## src/rtl/modular_arithmetic_unit_assert.svh

```systemverilog
// Assertion macros for the modular arithmetic unit.
`ifndef MODULAR_ARITHMETIC_UNIT_ASSERT_SVH
`define MODULAR_ARITHMETIC_UNIT_ASSERT_SVH
`ifndef SYNTHESIS
`define MAU_ASSERT(label, clk, rst_n, prop, msg) \
  label: assert property (@(posedge clk) disable iff (!rst_n) prop) else $error(msg);
`define MAU_ASSERT_NR(label, clk, prop, msg) \
  label: assert property (@(posedge clk) prop) else $error(msg);
`else
`define MAU_ASSERT(label, clk, rst_n, prop, msg)
`define MAU_ASSERT_NR(label, clk, prop, msg)
`endif
`endif

```

## src/rtl/mau_pkg.sv

```systemverilog
package mau_pkg;
  localparam int unsigned OpW  = 3;
  localparam int unsigned StW  = 2;
  localparam int unsigned ExpW = 64;

  typedef enum logic [OpW-1:0] {
    OP_ADD = 3'd0, OP_SUB = 3'd1, OP_MUL = 3'd2, OP_DIV = 3'd3,
    OP_INV = 3'd4, OP_POW = 3'd5, OP_NEG = 3'd6, OP_NOP = 3'd7
  } op_e;

  typedef enum logic [StW-1:0] {
    ST_OK = 2'd0, ST_ZERO = 2'd1, ST_NOT_COPRIME = 2'd2, ST_RSVD = 2'd3
  } status_e;
endpackage

```

## src/rtl/mau_if.sv

```systemverilog
interface mau_in_if #(parameter int unsigned W = 31) ();
  logic         valid;
  logic         ready;
  logic [2:0]   operation;
  logic [W-1:0] operand_a;
  logic [W-1:0] operand_b;
  logic [63:0]  exponent;
  modport source (output valid, operation, operand_a, operand_b, exponent, input ready);
  modport sink   (input valid, operation, operand_a, operand_b, exponent, output ready);
endinterface

interface mau_out_if #(parameter int unsigned W = 31) ();
  logic         valid;
  logic         ready;
  logic [W-1:0] residue;
  logic [1:0]   status;
  modport source (output valid, residue, status, input ready);
  modport sink   (input valid, residue, status, output ready);
endinterface

```

## src/rtl/mau_serial.sv

```systemverilog
// Bit-serial helper, one bit per cycle.
// Reduce: x mod m with quotient (restoring division, MSB first).
// Multiply: x*y mod m, x already below m, multiplier y scanned MSB first.
// done_o is high in the last busy cycle, when r_o and q_o carry the final
// values; a new start may be given in that same cycle.
module mau_serial #(
  parameter int unsigned W = 31
) (
  input  logic         clk_i,
  input  logic         rst_ni,
  input  logic         start_i,
  input  logic         mul_i,      // 1: x*y mod m, 0: x mod m
  input  logic [W-1:0] x_i,
  input  logic [W-1:0] y_i,
  input  logic [W-1:0] m_i,
  output logic         done_o,
  output logic [W-1:0] r_o,
  output logic [W-1:0] q_o
);
  localparam int unsigned CW = $clog2(W + 1);
  logic [CW-1:0] cnt_q, cnt_d;
  logic          busy_q, busy_d, mul_q, mul_d;
  logic [W-1:0]  x_q, x_d, y_q, y_d, r_q, r_d, q_q, q_d, m_q, m_d;
  logic [W:0]    dbl, red, sum1, t;
  logic [W-1:0]  step_r, step_q;

  // one step: doubled remainder plus next dividend bit (reduce) or doubled
  // accumulator plus x when the multiplier bit is set (mul)
  always_comb begin
    dbl  = {r_q, (mul_q ? 1'b0 : x_q[W-1])};
    red  = (dbl >= {1'b0, m_q}) ? dbl - {1'b0, m_q} : dbl;
    sum1 = red + {1'b0, x_q};
    t    = (mul_q && y_q[W-1]) ? sum1 : red;
    if (t >= {1'b0, m_q}) t = t - {1'b0, m_q};
    step_r = t[W-1:0];
    step_q = {q_q[W-2:0], (dbl >= {1'b0, m_q})};
  end

  always_comb begin
    busy_d = busy_q;
    cnt_d  = cnt_q;
    mul_d  = mul_q;
    x_d = x_q; y_d = y_q; r_d = r_q; q_d = q_q; m_d = m_q;
    if (busy_q) begin
      r_d = step_r;
      q_d = step_q;
      if (mul_q) begin
        y_d = y_q << 1;
      end else begin
        x_d = x_q << 1;
      end
      cnt_d = cnt_q - CW'(1);
      if (cnt_q == CW'(1)) busy_d = 1'b0;
    end
    if (start_i) begin
      busy_d = 1'b1;
      cnt_d  = CW'(W);
      mul_d  = mul_i;
      x_d = x_i; y_d = y_i; m_d = m_i; r_d = '0; q_d = '0;
    end
  end

  always_ff @(posedge clk_i or negedge rst_ni) begin
    if (!rst_ni) begin
      busy_q <= 1'b0;
      cnt_q  <= '0;
      mul_q  <= 1'b0;
    end else begin
      busy_q <= busy_d;
      cnt_q  <= cnt_d;
      mul_q  <= mul_d;
    end
  end

  always_ff @(posedge clk_i) begin
    x_q <= x_d; y_q <= y_d; r_q <= r_d; q_q <= q_d; m_q <= m_d;
  end

  assign done_o = busy_q && (cnt_q == CW'(1));
  assign r_o    = step_r;
  assign q_o    = step_q;
endmodule

```

## src/rtl/modular_arithmetic_unit.sv

```systemverilog
// Add, sub and neg need only the operand reduction; mul needs a multiply, power a
// squaring per exponent bit up to the top set bit and a multiply per set bit, inverse
// a divide and a multiply per Euclid step, divide one more multiply; a zero divisor
// skips Euclid, a modulus below 2 skips all. One shared bit-serial unit, one item in
// flight; the next input is taken once the result is in the output register. Reset
// (async, active low) empties the block and loads modulus 998244353.
`include "modular_arithmetic_unit_assert.svh"
module modular_arithmetic_unit import mau_pkg::*; #(
  parameter int unsigned RESIDUE_WIDTH = 31
) (
  input  logic                     clk_i,
  input  logic                     rst_ni,
  input  logic                     cfg_we_i,
  input  logic [RESIDUE_WIDTH-1:0] cfg_wdata_i,
  mau_in_if.sink                   in_if,
  mau_out_if.source                out_if
);
  localparam int unsigned W = RESIDUE_WIDTH;
  localparam logic [W-1:0] ModReset = W'(64'd998244353);

  typedef enum logic [11:0] {
    S_IDLE  = 12'd1,   S_REDA  = 12'd2,   S_REDB = 12'd4,    S_DISP = 12'd8,
    S_MUL   = 12'd16,  S_PSTEP = 12'd32,  S_PMUL = 12'd64,   S_PSQ  = 12'd128,
    S_ESTEP = 12'd256, S_EDIV  = 12'd512, S_EMUL = 12'd1024, S_OUT  = 12'd2048
  } state_e;

  state_e state_q, state_d;
  logic [W-1:0] mod_q;
  logic [W-1:0] a_q, a_d, b_q, b_d, r_q, r_d;
  logic [W-1:0] ea_q, ea_d, eb_q, eb_d, ex_q, ex_d, ey_q, ey_d;
  logic [63:0]  e_q, e_d;
  op_e          op_q, op_d;
  status_e      st_q, st_d;
  logic         ovld_q, ovld_d;
  logic [W-1:0] ores_q, ores_d;
  status_e      ost_q, ost_d;

  logic         s_start, s_mul, s_done;
  logic [W-1:0] s_x, s_y, s_m, s_r, s_q;
  logic         mod_ok;
  logic [W:0]   sum_w;
  logic [W-1:0] inv_v;

  mau_serial #(.W(W)) u_serial (
    .clk_i, .rst_ni, .start_i(s_start), .mul_i(s_mul), .x_i(s_x), .y_i(s_y),
    .m_i(s_m), .done_o(s_done), .r_o(s_r), .q_o(s_q)
  );

  assign mod_ok = (mod_q >= W'(2));
  assign in_if.ready    = (state_q == S_IDLE);
  assign out_if.valid   = ovld_q;
  assign out_if.residue = ores_q;
  assign out_if.status  = ost_q;

  always_comb begin
    state_d = state_q;
    a_d = a_q; b_d = b_q; r_d = r_q; e_d = e_q; op_d = op_q; st_d = st_q;
    ea_d = ea_q; eb_d = eb_q; ex_d = ex_q; ey_d = ey_q;
    ovld_d = ovld_q && !out_if.ready;
    ores_d = ores_q; ost_d = ost_q;
    s_start = 1'b0; s_mul = 1'b0; s_x = a_q; s_y = a_q; s_m = mod_q;
    sum_w = {1'b0, a_q} + {1'b0, b_q};
    inv_v = (op_q == OP_INV) ? a_q : b_q;
    unique case (state_q)
      S_IDLE: begin
        if (in_if.valid && in_if.ready) begin
          op_d = op_e'(in_if.operation);
          a_d  = in_if.operand_a;
          b_d  = in_if.operand_b;
          e_d  = in_if.exponent;
          st_d = ST_OK;
          r_d  = '0;
          if (mod_ok) begin
            s_start = 1'b1; s_x = in_if.operand_a;
            state_d = S_REDA;
          end else begin
            state_d = S_OUT;
          end
        end
      end
      S_REDA: if (s_done) begin
        a_d = s_r; s_start = 1'b1; s_x = b_q; state_d = S_REDB;
      end
      S_REDB: if (s_done) begin
        b_d = s_r; state_d = S_DISP;
      end
      S_DISP: begin
        state_d = S_OUT;
        unique case (op_q)
          OP_ADD: begin
            if (sum_w >= {1'b0, mod_q}) r_d = W'(sum_w - {1'b0, mod_q});
            else r_d = sum_w[W-1:0];
          end
          OP_SUB: r_d = (a_q >= b_q) ? a_q - b_q : a_q + (mod_q - b_q);
          OP_NEG: r_d = (a_q == '0) ? '0 : mod_q - a_q;
          OP_MUL: begin
            s_start = 1'b1; s_mul = 1'b1; s_x = a_q; s_y = b_q; state_d = S_MUL;
          end
          OP_POW: begin
            r_d = W'(1); state_d = S_PSTEP;
          end
          OP_INV, OP_DIV: begin
            ea_d = inv_v; eb_d = mod_q; ex_d = W'(1); ey_d = '0;
            if (inv_v == '0) st_d = ST_ZERO;
            else state_d = S_ESTEP;
          end
          OP_NOP: r_d = '0;
          default: r_d = '0;
        endcase
      end
      S_MUL: if (s_done) begin
        r_d = s_r; state_d = S_OUT;
      end
      // one exponent bit per round, low bit first: res *= base, then square base
      S_PSTEP: begin
        if (e_q == '0) begin
          state_d = S_OUT;
        end else begin
          s_start = 1'b1; s_mul = 1'b1;
          if (e_q[0]) begin
            s_x = r_q; s_y = a_q; state_d = S_PMUL;
          end else begin
            s_x = a_q; s_y = a_q; state_d = S_PSQ;
          end
        end
      end
      S_PMUL: if (s_done) begin
        r_d = s_r;
        s_start = 1'b1; s_mul = 1'b1; s_x = a_q; s_y = a_q; state_d = S_PSQ;
      end
      S_PSQ: if (s_done) begin
        a_d = s_r; e_d = e_q >> 1; state_d = S_PSTEP;
      end
      S_ESTEP: begin
        if (eb_q != '0) begin
          // divide ea by eb: the unit takes eb as its modulus
          s_start = 1'b1; s_x = ea_q; s_m = eb_q; state_d = S_EDIV;
        end else if (ea_q != W'(1)) begin
          st_d = ST_NOT_COPRIME; state_d = S_OUT;
        end else if (op_q == OP_INV) begin
          r_d = ex_q; state_d = S_OUT;
        end else begin
          s_start = 1'b1; s_mul = 1'b1; s_x = a_q; s_y = ex_q; state_d = S_MUL;
        end
      end
      // quotient times ey mod modulus; the quotient is used as the multiplier
      S_EDIV: if (s_done) begin
        ea_d = eb_q; eb_d = s_r;
        s_start = 1'b1; s_mul = 1'b1; s_x = ey_q; s_y = s_q; state_d = S_EMUL;
      end
      S_EMUL: if (s_done) begin
        ex_d = ey_q;
        ey_d = (ex_q >= s_r) ? ex_q - s_r : ex_q + (mod_q - s_r);
        state_d = S_ESTEP;
      end
      S_OUT: begin
        if (!ovld_q || out_if.ready) begin
          ovld_d = 1'b1; ores_d = r_q; ost_d = st_q; state_d = S_IDLE;
        end
      end
      default: state_d = S_IDLE;
    endcase
  end

  always_ff @(posedge clk_i or negedge rst_ni) begin
    if (!rst_ni) begin
      state_q <= S_IDLE;
      mod_q   <= ModReset;
      ovld_q  <= 1'b0;
    end else begin
      state_q <= state_d;
      ovld_q  <= ovld_d;
      if (cfg_we_i) mod_q <= cfg_wdata_i;
    end
  end

  always_ff @(posedge clk_i) begin
    a_q <= a_d; b_q <= b_d; r_q <= r_d; e_q <= e_d; op_q <= op_d; st_q <= st_d;
    ea_q <= ea_d; eb_q <= eb_d; ex_q <= ex_d; ey_q <= ey_d;
    ores_q <= ores_d; ost_q <= ost_d;
  end

  `MAU_ASSERT(a_onehot, clk_i, rst_ni, $onehot(state_q), "state not one-hot")
  `MAU_ASSERT(a_busy_no_ready, clk_i, rst_ni, (state_q != S_IDLE) |-> !in_if.ready, "ready")
  `MAU_ASSERT(a_status_ok, clk_i, rst_ni, ovld_q |-> (ost_q != ST_RSVD), "bad status")
  `MAU_ASSERT(a_res_range, clk_i, rst_ni, (ovld_q && mod_ok) |-> (ores_q < mod_q), "range")
  `MAU_ASSERT(a_out_hold, clk_i, rst_ni, (ovld_q && !out_if.ready) |=> ovld_q, "result dropped")
endmodule

```

## src/flat_wrapper.sv

```systemverilog
// flat-port wrapper written by rule: the top's interface ports become plain ports
module modular_arithmetic_unit_flat import mau_pkg::*;
#(
  parameter int unsigned RESIDUE_WIDTH = 31
)
  (clk_i, rst_ni, cfg_we_i, cfg_wdata_i, in_if_valid, in_if_operation, in_if_operand_a, in_if_operand_b, in_if_exponent, in_if_ready, out_if_valid, out_if_residue, out_if_status, out_if_ready);
  mau_in_if #(.W((31))) in_if_i ();
  mau_out_if #(.W((31))) out_if_i ();
  input  logic clk_i;
  input  logic rst_ni;
  input  logic cfg_we_i;
  input  logic [RESIDUE_WIDTH-1:0] cfg_wdata_i;
  input wire logic [$bits(in_if_i.valid)-1:0] in_if_valid;
  input wire logic [$bits(in_if_i.operation)-1:0] in_if_operation;
  input wire logic [$bits(in_if_i.operand_a)-1:0] in_if_operand_a;
  input wire logic [$bits(in_if_i.operand_b)-1:0] in_if_operand_b;
  input wire logic [$bits(in_if_i.exponent)-1:0] in_if_exponent;
  output wire logic [$bits(in_if_i.ready)-1:0] in_if_ready;
  output wire logic [$bits(out_if_i.valid)-1:0] out_if_valid;
  output wire logic [$bits(out_if_i.residue)-1:0] out_if_residue;
  output wire logic [$bits(out_if_i.status)-1:0] out_if_status;
  input wire logic [$bits(out_if_i.ready)-1:0] out_if_ready;
  assign in_if_i.valid = in_if_valid;
  assign in_if_i.operation = in_if_operation;
  assign in_if_i.operand_a = in_if_operand_a;
  assign in_if_i.operand_b = in_if_operand_b;
  assign in_if_i.exponent = in_if_exponent;
  assign in_if_ready = in_if_i.ready;
  assign out_if_valid = out_if_i.valid;
  assign out_if_residue = out_if_i.residue;
  assign out_if_status = out_if_i.status;
  assign out_if_i.ready = out_if_ready;
  modular_arithmetic_unit #(.RESIDUE_WIDTH(RESIDUE_WIDTH)) u_core (.clk_i(clk_i), .rst_ni(rst_ni), .cfg_we_i(cfg_we_i), .cfg_wdata_i(cfg_wdata_i), .in_if(in_if_i), .out_if(out_if_i));
endmodule
```

## config.mk

```make
export PLATFORM = sky130hd
export DESIGN_NAME = modular_arithmetic_unit_flat
export DESIGN_NICKNAME = d
export VERILOG_FILES = /design/src/rtl/mau_pkg.sv /design/src/rtl/mau_if.sv /design/src/rtl/mau_serial.sv /design/src/rtl/modular_arithmetic_unit.sv /design/src/flat_wrapper.sv
export VERILOG_INCLUDE_DIRS = /design/src /design/src/rtl
export SDC_FILE = /design/constraint.sdc
export NUM_CORES = 2
export LEC_CHECK = 0
export BUFFER_PORTS_ARGS = -buffer_cell sky130_fd_sc_hd__buf_2
export CORE_ASPECT_RATIO = 1.4
export CORE_MARGIN = 5
export CORE_UTILIZATION = 57
export DETAILED_ROUTE_END_ITERATION = 8
export PLACE_DENSITY = 0.78
export SYNTH_ARGS = -nofsm -noshare
export SYNTH_HDL_FRONTEND = slang
export SYNTH_SLANG_ARGS = --single-unit
```

## constraint.sdc

```tcl
create_clock -name clk_i -period 13.4 [get_ports clk_i]
set_input_delay 2.68 -clock clk_i [delete_from_list [all_inputs] [get_ports clk_i]]
set_output_delay 2.68 -clock clk_i [all_outputs]
set_load 0.02 [all_outputs]
```

; After elaboration in Yosys (flattened, before gate mapping)
; Index checks and enable logic that the tools add are counted.
[classes]
n_reduce_logical = 38
n_lt_le_gt_ge = 6
mux = 98
n_addsub = 13
eq_ne = 40
[ops]
columns = operator, n
row1 = 31-bit 2-to-1 mux, 40
row2 = 31-bit one-hot mux with 2 select lines, 6
row3 = 31-bit one-hot mux with 5 select lines, 2
row4 = 31-bit subtractor, 7
row5 = 12-bit 2-to-1 mux, 15
row6 = 12-bit one-hot mux with 12 select lines, 1
row7 = 64-bit 2-to-1 mux, 2
row8 = 64-bit one-hot mux with 2 select lines, 1
row9 = 31-bit one-hot mux with 4 select lines, 1
row10 = 32-bit by 31-bit >= comparator with 1-bit output, 3
row11 = 31-bit one-hot mux with 3 select lines, 1
row12 = 64-bit logical NOT, 1
row13 = 32-bit 2-to-1 mux, 2
row14 = 31-bit adder, 2
row15 = 31-bit >= comparator, 2
row16 = 31-bit logical NOT, 2
row17 = 12-bit one-hot mux with 3 select lines, 1
row18 = 31-bit by 31-bit adder with 32-bit output, 1
row19 = 32-bit by 31-bit adder with 32-bit output, 1
row20 = 32-bit by 31-bit subtractor with 32-bit output, 1
row21 = 31-bit by 2-bit >= comparator with 1-bit output (second input constant), 1
row22 = 31-bit by 1-bit != test with 1-bit output (second input constant), 1
row23 = 31-bit nonzero test, 1
row24 = 2-bit by 1-bit != test with 1-bit output (second input constant), 15
row25 = other kinds (40), 85
[word_totals]
register_bits = 524
out_inout_bits = 35
elab_cells = 218
input_bits = 165

; Longest topological paths before layout
[depth]
ltp_word = 12
ltp_mapped = 65

; By module
; Synthesis repeated with hierarchy kept, for this count alone.
[unflattened]
cells_unflattened = 4881
area_unflattened_um2 = 43903.4
[by_module_without_submodules]
columns = module, area_per_inst_um2, n_inst, cells_each
row1 = modular_arithmetic_unit, 31295.0, 1, 3484
row2 = mau_serial, 12608.3, 1, 1397

; Worst setup path after synthesis
; Ideal clock, no wire load.
[synth_path]
path_kind = reg-to-reg
startpoint = reg u_core.u_serial.mul_q
endpoint = reg u_core.ey_q[29] (data pin)
path_stages_with_launch = 63
setup_slack_ns = 0.678
n_path_buf = 4
required_ns = 13.138
t_arrival_ns = 12.460
cell_sequence = dfrtp_1 > inv_1 > nand2_1 > ha_1 > inv_1 > fa_1 > a211oi_1 > o211ai_1 > a21oi_1 > o22ai_1 > nor2_1 > buf_2 > clkbuf_1 > clkbuf_1 > mux2i_1 > ha_1 > inv_1 > fa_1 > [27 not listed] > ha_1 > a21o_1 > a21oi_1 > o21ai_0 > a21oi_1 > o21ai_0 > a21oi_1 > o2111ai_1 > a21o_1 > a21oi_1 > o21bai_1 > a41oi_1 > nor4b_1 > o31ai_1 > o41a_1 > and4_1 > nor3_1 > o22ai_1
[synth_between]
elab_chain_len = 12
[synth_rtl]
columns = element, line_no
row1 = start: declaration, mau_serial.sv:22  ; logic busy_q, busy_d, mul_q, mul_d;
row2 = start signal: assignment, mau_serial.sv:71  ; mul_q <= mul_d;
row3 = 1-bit 2-to-1 mux, mau_serial.sv:30  ; dbl = {r_q, (mul_q ? 1'b0 : x_q[W-1])};
row4 = 32-bit by 31-bit subtractor with 32-bit output / 32-bit by 31-bit >= comparator with 1-bit output (equally long branches), mau_serial.sv:31  ; red = (dbl >= {1'b0, m_q}) ? dbl - {1'b0, m_q} : dbl;
row5 = 32-bit 2-to-1 mux, mau_serial.sv:31
row6 = 32-bit by 31-bit adder with 32-bit output, mau_serial.sv:32  ; sum1 = red + {1'b0, x_q};
row7 = 32-bit 2-to-1 mux (*), mau_serial.sv:33  ; t = (mul_q && y_q[W-1]) ? sum1 : red;
row8 = 31-bit subtractor / 32-bit by 31-bit >= comparator with 1-bit output (equally long branches), mau_serial.sv:34  ; if (t >= {1'b0, m_q}) t = t - {1'b0, m_q};
row9 = 31-bit 2-to-1 mux (*), mau_serial.sv:34
row10 = via u_core.s_r[1], modular_arithmetic_unit.sv:39  ; logic [W-1:0] s_x, s_y, s_m, s_r, s_q;
row11 = 31-bit subtractor, modular_arithmetic_unit.sv:153  ; ey_d = (ex_q >= s_r) ? ex_q - s_r : ex_q + (mod_q - s_r);
row12 = 31-bit adder, modular_arithmetic_unit.sv:153
row13 = 31-bit 2-to-1 mux (*), modular_arithmetic_unit.sv:153
row14 = 31-bit 2-to-1 mux (*), modular_arithmetic_unit.sv:151  ; S_EMUL: if (s_done) begin
row15 = 31-bit one-hot mux with 2 select lines (*), modular_arithmetic_unit.sv:64  ; unique case (state_q)
row16 = end signal: assignment, modular_arithmetic_unit.sv:179  ; ea_q <= ea_d; eb_q <= eb_d; ex_q <= ex_d; ey_q <= ey_d;
row17 = end: declaration, modular_arithmetic_unit.sv:30  ; logic [W-1:0] ea_q, ea_d, eb_q, eb_d, ex_q, ex_d, ey_q, ey_d;
; The timed path passes the listed nets; every way through them passes the cells marked *. The select of a mux whose other input is x is not followed.
; A chain may end at the register's enable or synchronous reset.

; Worst setup path in the final report
; Ends and elaborated chain as after synthesis.

==> results.ini <==
[critical_path]
cp.arrival_ns=13.20
cp-start-kind=flip-flop
cp_slowest_stage_delay_ns=0.60
cp_slowest_cell=fa_1
timing.rr.start=u_core.u_serial.mul_q$_DFFE_PN0P_
reg2reg_depth=55
critPathTopFamily=compound AO/OA/AOI/OAI gates
cp_data_required_time_ns=13.80
r2r-end=u_core.ey_q[29]$_SDFFCE_PP0P_
cp-end-kind=flip-flop
critPathLaunch=u_core.u_serial.mul_q$_DFFE_PN0P_
worst-path-buf-inv=6
crit_fanout=16
regToRegSetupSlack_ns=0.59
worstSetupPathType=reg -> reg

[place]
port-buffer-count=199
globalplace.congestion=1.060
dpl_cell_area_um2=44680
numPlacedInstances=5823
dp_hpwl_um=126700

[finish]
fin_cells=5927
area_growth_syn_to_layout_pct=10.07
top_register=u_core.e_q
drive_gt1_share_pct=11.60
largest_reg_flops=64
fin_nets=5456
stdcell_area_um2=46690
fin_util_pct=63.13

[synthesis]
ys_types=107
synth_seq_area_share_pct=35.07
synth_top_cell_area_share_pct=29.16
synth_flop_cell=edfxtp_1
synth_top_family_by_area=compound AO/OA/AOI/OAI gates
synthAdderAreaFrac_pct=12.15
ys_ff_latch=524
synth_edf_count=412
synth_compound_area_share_pct=22.16
syn_area_um2=42420
synth_area_leader_cell=edfxtp_1
synth-simple-area-share_pct=15.08
synthMuxAreaShare_pct=5.008
synthArstFlopShare_pct=9.733
syn_nets=5334
synth.area.top_cells=edfxtp_1, ha_1, a21oi_1
netlist_instances=4798
syn_area_per_cell_um2=8.842
ys_warn_count=0
synth-xor-area-share_pct=5.439

[job]
max_cap_violations=0

[min_path]
whs_path_depth=0
hp-start=u_core.st_q[0]$_DFFE_PP_
min_path_type=reg -> reg
hold_path_end=u_core.out_if.status[0]$_DFFE_PP_

[floorplanning]
die_x_um=240.6
boundaryPins=200
die_y_um=332.8
fp-row-count=118
core-area_um2=73970
start_util_pct=57.35
die_area_um2=80060

[sta]
slew_headroom_pct=10.44
fmax_ghz=0.07809
period_minus_slack_ns=12.81
finClkSkew_ns=0.02935
fin_crit_sh_pct=95.57
grt_setup_unrepaired=no
slew_viol_final=0
final-setup-viol-count=0
hold_viol=0
tightest_slew_ns=1.336
fin_tns_setup_ns=0

[clocking]
htreeDepth=2
cts_root_buf=clkbuf_16
path_clk_slew_ns=0.07
hold_buffers=0
worstSkewPairLatency_ns=0.66
cts_sinks=524
cts_tree=done
clock_path_buffers=3
cts_buffers=54

[global_route]
track_usage_pct=39.88
grt_pass1_vias=38470
overflow=0
antenna_found_initial=4
grt_pass1_wl_um=240800
grt_start_max_net_pins=94

[outcome]
outcome=finished clean

[routing]
viasPerCell=6.756
drc=0
routed_wl_um=166200
wire_per_inst_um=28.04
ant_nets=0
drt_iter0_markers=5643
vias=40050
first_pass_iters=7

==> kinds of logic (layout without fill, tap and decap cells) <==
family	Yosys count	in the layout
AO/OA/AOI/OAI	1477	1477
XOR/XNOR	260	260
adder cells (fa/ha/maj)	377	377
buffers and inverters	570	736
flip-flops	524	524
multiplexers	200	200
other	0	3
AND/OR/NAND/NOR	1390	1390
==> synthesized netlist by cell type (all sizes together) (35+ instances only) <==
| cell type | n |
|---|---|
| nor2 | 488 |
| a21oi | 451 |
| edfxtp | 412 |
| nand2 | 411 |
| o21ai | 369 |
| inv | 331 |
| ha | 311 |
| clkbuf | 205 |
| xnor2 | 155 |
| mux2i | 118 |
| a21o | 115 |
| xor2 | 103 |
| nor3 | 86 |
| mux2 | 82 |
| nor4 | 76 |
| a221oi | 71 |
| o22ai | 64 |
| nand3 | 62 |
| a211oi | 61 |
| dfxtp | 61 |
| fa | 60 |
| and2 | 45 |
| nand4 | 45 |
| nand2b | 44 |
| o21bai | 44 |
| dfrtp | 43 |
| a22oi | 42 |
| a31oi | 35 |
==> layout make-up <==
cell class	count	area, um2
fill	6382	27270
multi-input combinational	3704	25650
sequential	524	14880
timing repair buffer	304	1804
clock buffer	62	1433
inverter	332	1246
tap	960	1201
clock inverter	38	473.0
antenna	3	7.507
==> what timing repair did <==
item / CTS / global route
gates resized for setup: 0 / 24
setup buffers: 0 / 1
setup endpoints to repair: 0 / 8
==> worst register-to-register path, delay by kind of cell, from the launching register on <==
family	cells	cell delay, ns
AOI/OAI and AO/OA	31	6.81
adders and majority gates	6	2.18
and+or+nand+nor	9	1.69
buffers and inverters	6	0.79
muxes	2	0.52
DFF	1	0.37
xor gates and xnor gates	1	0.16
==> metrics by stage <==
stage                     hold slack (ns)  worst slack (ns)
final                              0.4505            0.5942
after global routing               0.4548           0.01378
after CTS                          0.4470          0.009992
after detailed placement           0.4358           0.05830
after global placement             0.4030            0.3430
after floorplan                    0.4003            0.6780
==> metal layers <==
| metal | share of wire [%] | track usage [%] | vias to the layer above |
|---|---|---|---|
| met2 | 43 | 60.38 | 2762 |
| met5 | 0.017 | 0.1212 | - |
| met1 | 36 | 51.39 | 18840 |
| met3 | 13 | 9.714 | 615 |
| li1 | - | - | 17820 |
| met4 | 8.2 | 24.63 | 4 |
==> how the worst max path moves through the flow <==
stage | end | slack [ns] | cells past startpoint
after floorplan | u_core.ey_q[29]$_SDFFCE_PP0P_ | 0.68 | 62
after CTS | u_core.ey_q[29]$_SDFFCE_PP0P_ | 0.01 | 58
after global routing | u_core.ey_q[29]$_SDFFCE_PP0P_ | 0.01 | 60
final | u_core.ey_q[29]$_SDFFCE_PP0P_ | 0.59 | 55
after detailed placement | u_core.ey_q[29]$_SDFFCE_PP0P_ | 0.06 | 58
after global placement | u_core.ey_q[29]$_SDFFCE_PP0P_ | 0.34 | 58
==> cells in the final DEF, fill, tap and decap left out, types with 69 or more instances in the layout <==
master    Yosys  final
nor2_1      488    481
a21oi_1     448    446
edfxtp_1    412    412
nand2_1     409    408
o21ai_0     350    344
inv_1       328    328
ha_1        311    311
buf_2         9    199
xnor2_1     155    155
mux2i_1     116    116
a21o_1      115    115
xor2_1      103    103
buf_4         2    103
nor3_1       85     81
mux2_2       80     80
nor4_1       75     74
a221oi_1     70     69
Power is left out: the tool's default activity adds up to more than one toggle a clock period on the data nets, which glitch-free logic cannot reach.
